File: src/gqv_pkg.sv
// ----------------------------------------------------------------------------
// gqv_pkg
// Shared types and constants for the glyph quad vertex generator.
// ----------------------------------------------------------------------------
package gqv_pkg;

   localparam int TableDepth   = 256;
   localparam int IdxW         = $clog2(TableDepth);
   localparam int CntW         = IdxW + 1;
   localparam int EntryCountW  = 9;
   localparam int CodeW        = 21;
   localparam int ShapeW       = 34;
   localparam int AtlasW       = 24;
   localparam int AdvW         = 9;
   localparam int FracBits     = 16;
   localparam int Verts        = 6;
   localparam int ReqDataW     = 104;
   localparam int RspDataW     = 176;
   localparam logic [CodeW-1:0] NewlineCode = 21'd10;

   typedef enum logic [1:0] {
      CMD_LOAD  = 2'd0,
      CMD_BEGIN = 2'd1,
      CMD_CHAR  = 2'd2,
      CMD_END   = 2'd3
   } cmd_type;

   typedef enum logic [2:0] {
      REG_ORIGIN_X  = 3'd0,
      REG_ORIGIN_Y  = 3'd1,
      REG_LINE_SP   = 3'd2,
      REG_SCALE     = 3'd3,
      REG_COLOR     = 3'd4,
      REG_TOP_DOWN  = 3'd5,
      REG_ENTRIES   = 3'd6
   } reg_type;

   // controller to datapath
   typedef struct packed {
      logic load_item;     // capture accepted request
      logic table_write;   // write table entry
      logic pen_begin;     // pen := origin
      logic newline;       // newline pen step
      logic search_init;   // start binary search
      logic probe_issue;   // read key at mid
      logic probe_eval;    // compare key
      logic entry_read;    // read entry data
      logic geom_calc;     // compute corner values stage 1
      logic geom_mul;      // multiply stage
      logic emit_vertex;   // load vertex into output reg
      logic emit_summary;  // load summary into output reg
      logic pen_advance;   // advance pen, count vertices
   } gqv_cmd_type;

   // datapath to controller
   typedef struct packed {
      cmd_type    command;
      logic       is_newline;
      logic       search_done;
      logic       out_busy;
      logic [2:0] corner;
   } gqv_status_type;

endpackage

File: src/gqv_ctrl.sv
// ----------------------------------------------------------------------------
// gqv_ctrl
// Sequencer: decodes a request and steps search, geometry and emission.
// ----------------------------------------------------------------------------
module gqv_ctrl (
   input  logic                    clock,
   input  logic                    reset,
   input  logic                    req_tvalid,
   output logic                    req_tready,
   input  gqv_pkg::gqv_status_type status,
   output gqv_pkg::gqv_cmd_type    cmd
);

   typedef enum logic [8:0] {
      ST_IDLE    = 9'b000000001,
      ST_DECODE  = 9'b000000010,
      ST_PROBE   = 9'b000000100,
      ST_WAIT    = 9'b000001000,
      ST_READ    = 9'b000010000,
      ST_GEOM    = 9'b000100000,
      ST_MUL     = 9'b001000000,
      ST_EMIT    = 9'b010000000,
      ST_SUMMARY = 9'b100000000
   } state_type;

   state_type state_ff, state_in;

   assign req_tready = (state_ff == ST_IDLE);

   // next state and commands
   always_comb begin
      state_in = state_ff;
      cmd      = '0;
      unique case (state_ff)
         ST_IDLE: begin
            if (req_tvalid) begin
               cmd.load_item = 1'b1;
               state_in      = ST_DECODE;
            end
         end
         ST_DECODE: begin
            unique case (status.command)
               gqv_pkg::CMD_LOAD: begin
                  cmd.table_write = 1'b1;
                  state_in        = ST_IDLE;
               end
               gqv_pkg::CMD_BEGIN: begin
                  cmd.pen_begin = 1'b1;
                  state_in      = ST_IDLE;
               end
               gqv_pkg::CMD_END: begin
                  state_in = ST_SUMMARY;
               end
               default: begin
                  if (status.is_newline) begin
                     cmd.newline = 1'b1;
                     state_in    = ST_IDLE;
                  end else begin
                     cmd.search_init = 1'b1;
                     state_in        = ST_PROBE;
                  end
               end
            endcase
         end
         ST_PROBE: begin
            if (status.search_done) begin
               state_in = ST_READ;
            end else begin
               cmd.probe_issue = 1'b1;
               state_in        = ST_WAIT;
            end
         end
         // key at mid is on the read port now
         ST_WAIT: begin
            cmd.probe_eval = 1'b1;
            state_in       = ST_PROBE;
         end
         ST_READ: begin
            cmd.entry_read = 1'b1;
            state_in       = ST_GEOM;
         end
         ST_GEOM: begin
            cmd.geom_calc = 1'b1;
            state_in      = ST_MUL;
         end
         ST_MUL: begin
            cmd.geom_mul = 1'b1;
            state_in     = ST_EMIT;
         end
         ST_EMIT: begin
            if (!status.out_busy) begin
               cmd.emit_vertex = 1'b1;
               if (status.corner == 3'(gqv_pkg::Verts - 1)) begin
                  cmd.pen_advance = 1'b1;
                  state_in        = ST_IDLE;
               end
            end
         end
         ST_SUMMARY: begin
            if (!status.out_busy) begin
               cmd.emit_summary = 1'b1;
               state_in         = ST_IDLE;
            end
         end
         default: state_in = ST_IDLE;
      endcase
   end

   always_ff @(posedge clock) begin
      if (reset) begin
         state_ff <= ST_IDLE;
      end else begin
         state_ff <= state_in;
      end
   end

endmodule

File: config.mk
export PLATFORM = sky130hd
export DESIGN_NAME = gqv_ctrl
export DESIGN_NICKNAME = d
export VERILOG_FILES = /design/src/gqv_pkg.sv /design/src/gqv_ctrl.sv
export SDC_FILE = /design/constraint.sdc
export NUM_CORES = 1
export LEC_CHECK = 0
export BUFFER_PORTS_ARGS = -buffer_cell sky130_fd_sc_hd__buf_2
export CELL_PAD_IN_SITES_DETAIL_PLACEMENT = 0
export CELL_PAD_IN_SITES_GLOBAL_PLACEMENT = 2
export CORE_ASPECT_RATIO = 0.75
export CORE_MARGIN = 2
export CORE_UTILIZATION = 23
export CTS_CLUSTER_DIAMETER = 150
export CTS_CLUSTER_SIZE = 10
export DETAILED_ROUTE_END_ITERATION = 12
export GPL_TIMING_DRIVEN = 0
export PLACE_DENSITY = 0.7
export SYNTH_ARGS = -nofsm -noshare
export SYNTH_HDL_FRONTEND = slang
export SYNTH_SLANG_ARGS = --single-unit
File: constraint.sdc
create_clock -name clock -period 1.7 [get_ports clock]
set_clock_uncertainty 0.2 [all_clocks]
set_input_delay 0.34 -clock clock [delete_from_list [all_inputs] [get_ports clock]]
set_output_delay 0.34 -clock clock [all_outputs]
set_load 0.02 [all_outputs]
# Word-level counts from Yosys, hierarchy flattened
# Index checks and enable logic that the tools add are counted.
[word_totals] regBits=9 inputBits=11 wordCells=49
[classes] eq_ne=16 muxes=28 n_reduce_logical=4
[op_table] cell="$pmux W9 S9" n=1
[op_table] cell="$mux W9" n=4
[op_table] cell="$mux W1" n=18
[op_table] cell="$pmux W9 S2" n=1
[op_table] cell="$eq A9 B1 Y1 const B" n=1
[op_table] cell="$eq A9 B2 Y1 const B" n=1
[op_table] cell="$eq A9 B3 Y1 const B" n=1
[op_table] cell="$eq A9 B4 Y1 const B" n=1
[op_table] cell="$eq A9 B5 Y1 const B" n=1
[op_table] cell="$eq A9 B6 Y1 const B" n=1
[op_table] cell="$eq A9 B7 Y1 const B" n=1
[op_table] cell="$eq A9 B8 Y1 const B" n=1
[op_table] cell="$eq A9 B9 Y1 const B" n=1
[op_table] cell="$ne A2 B2 Y1 const B" n=4
[op_table] cell="$mux W5" n=1
[op_table] cell="$mux W4" n=1
[op_table] cell="$reduce_and A4 Y1" n=1
[op_table] cell="$eq A3 B3 Y1 const B" n=1
[op_table] cell="$mux W3" n=1
[op_table] cell="$reduce_or A3 Y1" n=1
[op_table] cell="$eq A2 B1 Y1 const B" n=1
[op_table] cell="$eq A2 B2 Y1 const B" n=1
[op_table] cell="$logic_not A2 Y1" n=1
[op_table] cell="$mux W2" n=1
[op_table] cell="$reduce_or A2 Y1" n=1

# Longest topological paths before layout
# Gate-level depths: netlist of run 1.
[logic_depth] word_depth=4 depth_mapped=6 mapped_depth_nobuf=5

# Least setup slack after synthesis of run 1
# No wires, ideal clock.
[synth_path] kind="flip-flop to output port" startpoint="reg state_ff[6]" endpoint="out cmd[6] in the netlist's numbering" arrival_ns=1.525 required_ns=1.160 setup_slack_ns=-0.365 path_stages_with_launch=4 path_buffers=0 path_cell_list="dfxtp_1 > nor3_4 > nand2_1 > nor4b_1"
[synth_lines] item="from (decl)" line="gqv_ctrl.sv:26" source="state_type state_ff, state_in;"
[synth_lines] item="from (signal assigned)" line="gqv_ctrl.sv:113" source="state_ff <= state_in;"
[synth_lines] item="to (decl)" line="gqv_ctrl.sv:11" source="output gqv_pkg::gqv_cmd_type cmd"

==> metrics.txt, run 1 <==
via count of the first global-routing pass 663; starting density of the core 24.91%; internal power of the cells 0.4639 mW; detailed-route DRC error count 0; height of the chip 50.85 µm; result of the run finished with violations; core area 2703 µm²; Finished Layout Cells 162; buffers plus inverters on the worst setup path 1; largest registers in the final layout state_ff: 9 flops; cell area after technology mapping 673.1 µm²; type of the setup path with the least slack register to output pin; IO Port Bufs 24; synthesis-to-layout area growth 95.17%; Top Family by Delay on Critical Path simple AND/OR/NAND/NOR gates; switching power 0.1845 mW; Max Fclk 0.4835 GHz; Worst Path Arrival 1530 ps; class of the most critical hold timing path input port to register; Worst-Margin Slew 292.4 ps; worst-case reg-to-reg path depth 7; register ranked first by flip-flop count state_ff; die width 66.47 µm; GR Util All Layers 12.51%; Tot Pwr 0.6484 mW; Critical Path Source state_ff[7]; Routed Wire Length 1971 µm; worst slew margin relative to its limit 80.45%; initial antenna violation count 0; number of distinct standard cells referenced by the synthesized netlist 35; CP Capture Point cmd[12]; power share of the combinational group 28.9%; gpl congestion 0.7133; Clock transition at path regs 50 ps; Post-synth EDFFs 0; clock tree from TritonCTS done; remaining antenna violation count 0; period utilisation layout 121.7%; final hold slack 100.4 ps; Fin Setup TNS -5207 ps; worst-skew pair later-pin latency 230 ps; static leakage power 0.4820 nW; count of nets after finishing 138; Switching Share 28.46%; Critical Path Source Type register; buffer levels on the longest clock path 2; number of iterations in the first detailed-routing pass 4; Final min period 2068 ps; CP cell instances nor3_4 -> and3_4 -> and3b_4 -> and2_4 -> buf_6; number of hold violations in the final report 0; DRT iter0 DRCs 9; synthesized netlist cell count 82; dpl hpwl 1386 µm; Clk Tree Root Cell sky130_fd_sc_hd__clkbuf_8; mean instance size in the synthesized netlist 8.209 µm²; worst-case register-to-register setup slack -280 ps; Placed Instances 142; setup repair after global routing missed its margin true; net count after synthesis 93; diode insertion count for antenna repair 0; final critical-path setup slack -368.4 ps; Worst path depth 5; via count 750; H-tree depth 1; number of setup violations in the final report 20; die area 3380 µm²; mean routed wirelength per cell 12.17 µm; Rows 16; layout cells sized above 1 71.43%; total CTS buffers 3; leading cell type in the layout, fill and taps excluded sky130_fd_sc_hd__buf_4; wire length of the first global-routing pass 3139 µm; via count normalized by instance count 4.630; ratio of total power to cell area 493.5 nW/µm²; Hold Crit Start status[4]; post-synthesis async set-or-reset flop share 0%; count of state elements after synthesis 9; maximum number of pins on one net before global-route repair 9; commonest cells after routing, fill and taps aside 17 x sky130_fd_sc_hd__buf_4, 15 x sky130_fd_sc_hd__buf_6, 11 x sky130_fd_sc_hd__buf_2; prevailing post-synth register cell sky130_fd_sc_hd__dfxtp_1; critical register-to-register path startpoint state_ff[8]; Critical Path Sink Type output pin; VDD IR-drop max 0.2886 mV; portion of the post-synthesis area used by sequential elements 26.77%; global-route congestion overflow total 0; Worst EP required 1160 ps; failing checks setup timing; Yosys Warn Count 0; power share of the clock group 38.4%; CTS Sinks 9; destination of the worst register-to-register timing path state_ff[0]; Pins Over Slew Limit 0; highest cell delay on the worst timing path 360 ps; Largest register FFs 9; number of ports placed on the die boundary 25; register share of total power 32.7%; maximum fanout count along the critical path 5; max-capacitance violation count 0; Slowest cell on crit path sky130_fd_sc_hd__dfxtp_4
-- metrics by stage --
step	area, µm²	worst slack, ps	util, %
after floorplan	787.0	-90.82	-
after global placement	952.2	-290.2	35.23
after detailed placement	952.2	-316.9	35.23
after global routing	1314	-432.1	48.61
after CTS	1210	-375.4	44.77
final	1314	-368.4	48.61
-- what timing repair did --
item | in CTS | in global routing
endpoints found under the setup margin | 21 | 20
resized for setup | 39 | 20
gates cloned | 0 | 0
pin swaps | 9 | 13
setup buffers | 11 | 8
hold buffers | 0 | 0
-- cell type report --
| class | count | area [µm²] |
|---|---|---|
| Fill cell | 272 | 1389 |
| Clock buffer | 4 | 45.04 |
| Buffer | 2 | 18.77 |
| Timing Repair Buffer | 41 | 332.8 |
| Multi-Input combinational cell | 67 | 651.9 |
| Sequential cell | 9 | 209.0 |
| Inverter | 3 | 11.26 |
| Tap cell | 36 | 45.04 |
-- how the worst min path moves through the flow --
| stage | end | slack, ps | cells past startpoint |
|---|---|---|---|
| 4_1_cts | state_ff[3] | 90 | 2 |
| 3_5_place_dp | state_ff[3] | 350 | 2 |
| 2_1_floorplan | state_ff[8] | 210 | 1 |
| 5_1_grt | state_ff[3] | 100 | 2 |
| 6_report | state_ff[3] | 100 | 2 |
| 3_3_place_gp | state_ff[3] | 340 | 2 |
-- cells by family (layout without fill, tap and decap cells) --
kind of cell / count (synthesis) / count (layout) / synth area share, %
compound gates: 10 / 10 / 13.75
buf+inv: 6 / 50 / 4.275
xor+xnor: 2 / 2 / 2.603
flops: 9 / 9 / 26.77
simple gates: 55 / 55 / 52.60
-- metal layers --
layer  vias to the layer above  global-route usage (%)  part of all wire (%)
met5                         -                       0                     0
met4                         0                   4.082                   1.1
met3                         2                   4.846                   5.2
met2                        19                   17.00                    44
met1                       344                   17.86                    50
li1                        385                       -                     -
-- Yosys cell counts (2+ instances only) --
cell type                  number  area share, %
sky130_fd_sc_hd__nand2_1        4            2.2
sky130_fd_sc_hd__nor2_1        13            7.2
sky130_fd_sc_hd__nand3_1        3            2.2
sky130_fd_sc_hd__nor3_1         8            5.9
sky130_fd_sc_hd__dfxtp_1        9             27
sky130_fd_sc_hd__nand2b_1       4            3.7
sky130_fd_sc_hd__nand4_1        2            1.9
sky130_fd_sc_hd__nand4b_1       4            5.2
sky130_fd_sc_hd__nor2b_1        3            2.8
sky130_fd_sc_hd__a21oi_1        3            2.2
sky130_fd_sc_hd__nor4b_1        2            2.6
sky130_fd_sc_hd__inv_1          3            1.7
sky130_fd_sc_hd__buf_2          2            1.5
-- power by group through the flow --
stage	clock [mW]	sequential, mW	combinational [mW]
after detailed placement	0	0.222	0.135
after global routing	0.275	0.213	0.199
after global placement	0	0.222	0.136
final	0.249	0.212	0.187
after floorplan	0	0.222	0.0942
after CTS	0.260	0.213	0.174
Power figures use the tool's default switching activity.
==> inputs of run 2 (changes only) <==
- PLACE_DENSITY: 0.7 -> 0.8
==> metrics.txt, run 2 (synthesis results as in run 1) <==
result of the run finished with violations; failing checks setup timing; type of the setup path with the least slack register to output pin; Worst-Margin Slew 287.0 ps; static leakage power 0.5099 nW; die area 3380 µm²; total cell area at the placement stage 952.2 µm²; Clk Tree Root Cell sky130_fd_sc_hd__clkbuf_8; Rows 16; dpl hpwl 1345 µm; layout cells sized above 1 73.08%; Critical Path Source state_ff[7]; remaining antenna violation count 0; Worst Path Arrival 1570 ps; largest registers in the final layout state_ff: 9 flops; Switching Share 29.40%; Critical Path Source Type register; Max Fclk 0.4732 GHz; via count normalized by instance count 4.711; max-capacitance violation count 0; Clock transition at path regs 50 ps; gpl congestion 0.7964; final core utilization 50.93%; final critical-path setup slack -413.1 ps; setup repair after global routing missed its margin true; DP Worst Slack -278.5 ps; CTS Sinks 9; Routed Wire Length 2221 µm; class of the most critical hold timing path input port to register; final cell area excluding filler cells 1376 µm²; total CTS buffers 3; critical register-to-register path startpoint state_ff[8]; ratio of total power to cell area 499.3 nW/µm²; Worst EP required 1160 ps; Pins Over Slew Limit 0; core area 2703 µm²; diode insertion count for antenna repair 0; final hold slack 127.7 ps; number of iterations in the first detailed-routing pass 3; commonest cells after routing, fill and taps aside 19 x sky130_fd_sc_hd__buf_6, 18 x sky130_fd_sc_hd__buf_4, 10 x sky130_fd_sc_hd__buf_2; CP cell instances nor3_4 -> and3_4 -> and3b_4 -> and2_4 -> buf_6; maximum fanout count along the critical path 5; VDD IR-drop max 0.2882 mV; Critical Path Sink Type output pin; register ranked first by flip-flop count state_ff; mean routed wirelength per cell 13.38 µm; worst slew margin relative to its limit 80.72%; Tot Pwr 0.6872 mW; Top Family by Delay on Critical Path simple AND/OR/NAND/NOR gates; count of nets after finishing 142; initial antenna violation count 0; global-route congestion overflow total 0; internal power of the cells 0.4851 mW; worst-skew pair later-pin latency 240 ps; Final min period 2113 ps; via count of the first global-routing pass 811; number of setup violations in the final report 20; Slowest cell on crit path sky130_fd_sc_hd__dfxtp_4; period utilisation layout 124.3%; number of hold violations in the final report 0; Hold Crit Start status[4]; Largest register FFs 9; die width 66.47 µm; starting density of the core 24.91%; via count 782; number of ports placed on the die boundary 25; buffers plus inverters on the worst setup path 1; H-tree depth 1; power share of the clock group 37.4%; highest cell delay on the worst timing path 360 ps; IO Port Bufs 24; buffer levels on the longest clock path 2; register share of total power 31.3%; power share of the combinational group 31.2%; wire length of the first global-routing pass 3408 µm; maximum number of pins on one net before global-route repair 10; clock tree from TritonCTS done; detailed-route DRC error count 0; GR Util All Layers 13.48%; DRT iter0 DRCs 7; switching power 0.2020 mW; synthesis-to-layout area growth 104.5%; leading cell type in the layout, fill and taps excluded sky130_fd_sc_hd__buf_6; height of the chip 50.85 µm
## run 2: routing by layer
layer	vias to the layer above	part of all wire, %	GRT usage, %
li1	395	-	-
met1	363	46	16.35
met2	19	48	21.33
met3	5	4.0	3.965
met4	0	1.7	7.483
met5	-	0	0
## run 2: area by class of cell
type | count | area, µm²
Fill cell | 234 | 1326
Multi-Input combinational cell | 67 | 668.1
Timing Repair Buffer | 46 | 387.9
Sequential cell | 9 | 207.7
Clock buffer | 4 | 45.04
Tap cell | 36 | 45.04
Buffer | 1 | 11.26
Inverter | 3 | 11.26
## run 2: path summary, 6_finish.rpt
kind / endpoint / cells past startpoint / slack, ps
worst max-delay path: cmd[12] / 5 / -410
worst max register to register: state_ff[0] / 7 / -330
worst min register to register: state_ff[6] / 2 / 410
worst min-delay path: state_ff[3] / 2 / 130
## run 2: repair_timing
action | in CTS | in global routing
resized for setup | 46 | 21
pin swaps | 10 | 16
hold buffers | 0 | 0
buffers inserted | 13 | 9
endpoints found under the setup margin | 21 | 20
## run 2: metrics by stage
step	setup TNS, ps	cells
2_1_floorplan	-623.5	82
3_3_place_gp	-3687	142
3_5_place_dp	-3804	142
4_1_cts	-5331	159
5_1_grt	-7376	166
6_report	-5972	166
## run 2: power groups by stage
stage,clock [mW],combinational [mW],sequential (mW)
2_1_floorplan,0,0.0942,0.222
5_1_grt,0.278,0.228,0.217
3_3_place_gp,0,0.133,0.222
3_5_place_dp,0,0.134,0.222
6_report,0.257,0.214,0.215
4_1_cts,0.264,0.191,0.211
==> inputs of run 3 (changes only) <==
- CORE_UTILIZATION: 23 -> 28
- PLACE_DENSITY: 0.8 -> 0.9
- clock period: 1.7 -> 2.6 ns (I/O delays scaled with it)
==> metrics.txt, run 3 (synthesis results as in run 1) <==
result of the run finished clean; Clock transition at path regs 60 ps; class of the most critical hold timing path input port to register; die area 2816 µm²; layout cells sized above 1 37.27%; met3 WL 73 µm; GR Util All Layers 11.77%; via count of the first global-routing pass 520; layout filler cell count 262; via count normalized by instance count 4.681; Fin Setup TNS 0 ps; diode insertion count for antenna repair 0; global-route congestion overflow total 0; via count 674; number of ports placed on the die boundary 25; starting density of the core 29.40%; type of the setup path with the least slack register to output pin; height of the chip 46.46 µm; Worst EP required 1880 ps; M1 wire length 853 µm; buffer levels on the longest clock path 2; remaining antenna violation count 0; number of setup violations in the final report 0; clock tree from TritonCTS done; static leakage power 0.3521 nW; Clk Tree Root Cell sky130_fd_sc_hd__clkbuf_4; CTS Sinks 9; initial antenna violation count 0; routed length on met2 584 µm; maximum number of pins on one net before global-route repair 10; ratio of total power to cell area 371.5 nW/µm²; maximum fanout count along the critical path 5; die width 60.62 µm; Critical Path Source Type register; period utilisation layout 94.43%; Routed Wire Length 1533 µm; worst-skew pair later-pin latency 260 ps; number of hold violations in the final report 0; Worst Path Arrival 1740 ps; total CTS buffers 3; leading cell type in the layout, fill and taps excluded sky130_fd_sc_hd__buf_2; mean routed wirelength per cell 10.65 µm; wire length of the first global-routing pass 2366 µm; Rows 15; core area 2290 µm²; worst slew margin relative to its limit 72.21%; VDD IR-drop max 0.1620 mV; Critical Path Sink Type output pin; max-capacitance violation count 0; count of nets after finishing 122; detailed-route DRC error count 0; IO Port Bufs 24; Worst-Margin Slew 411.1 ps; number of iterations in the first detailed-routing pass 4; DRT iter0 DRCs 16; register ranked first by flip-flop count state_ff; CTS hold repair buffers 0; Max Fclk 0.4073 GHz; largest registers in the final layout state_ff: 9 flops; gpl congestion 0.7576; final core utilization 37.87%; H-tree depth 1; synthesis-to-layout area growth 28.81%; Final min period 2455 ps; highest routed metal layer met4; Largest register FFs 9; commonest cells after routing, fill and taps aside 26 x sky130_fd_sc_hd__buf_2, 13 x sky130_fd_sc_hd__nor2_1, 9 x sky130_fd_sc_hd__dfxtp_1; Pins Over Slew Limit 0; setup repair after global routing missed its margin false; dpl hpwl 1248 µm
==> run 3: cell count changes in the layout (fill, tap and decap cells not counted), sizes merged <==
cell / previous run / this run
buf: 47 / 27
==> run 3: metrics by stage <==
step	hold slack, ps	instance area, µm²	setup WS [ps]	instances	power (mW)
CTS	252.0	862.1	110.0	144	0.3258
global route	260.7	867.1	8.727	144	0.3400
global placement	358.3	835.8	370.2	140	0.2201
detailed placement	355.9	835.8	395.2	140	0.2204
floorplan	302.4	673.1	354.9	82	0.1969
finish	260.2	867.1	144.7	144	0.3221
==> run 3: path summary, 6_finish.rpt <==
kind	start	endpoint	slack [ps]	cells past startpoint
setup / recovery	state_ff[6]	cmd[7]	140	6
hold / removal	status[4]	state_ff[3]	260	2
setup reg to reg	state_ff[0]	state_ff[0]	710	6
hold reg to reg	state_ff[5]	state_ff[6]	350	2
==> run 3: what timing repair did <==
item,in CTS,in global routing
buffers inserted,0,0
setup endpoints to repair,0,1
gates resized for setup,0,1
==> run 3: cell type report <==
cell class	instances	area (µm²)	share of cell area, %
timing repair buffer	24	120.1	13.85
buffer	3	17.52	2.020
clock buffer	4	26.28	3.030
sequential	9	180.2	20.78
inverter	3	11.26	1.299
tap	34	42.54	4.906
multi-input combinational	67	469.2	54.11
==> run 3: where the power goes <==
group / internal, mW / switching, mW
sequential: 0.141 / 0.000699
clock: 0.0590 / 0.0457
combinational: 0.0324 / 0.0433
total: 0.232 / 0.0897
==> run 3: routing by layer <==
layer	global-route usage (%)	vias to the layer above
li1	-	357
met4	2.609	0
met1	17.86	299
met2	14.84	16
met3	5.056	2
met5	0	-
==> run 3: worst max-delay path: stages, from the launching register on <==
cell and delay, ps:
sky130_fd_sc_hd__dfxtp_1 370, sky130_fd_sc_hd__or2_2 340, sky130_fd_sc_hd__nor3_1 230, sky130_fd_sc_hd__nand3_1 170, sky130_fd_sc_hd__nor2_1 120, sky130_fd_sc_hd__buf_4 110, sky130_fd_sc_hd__buf_2 150
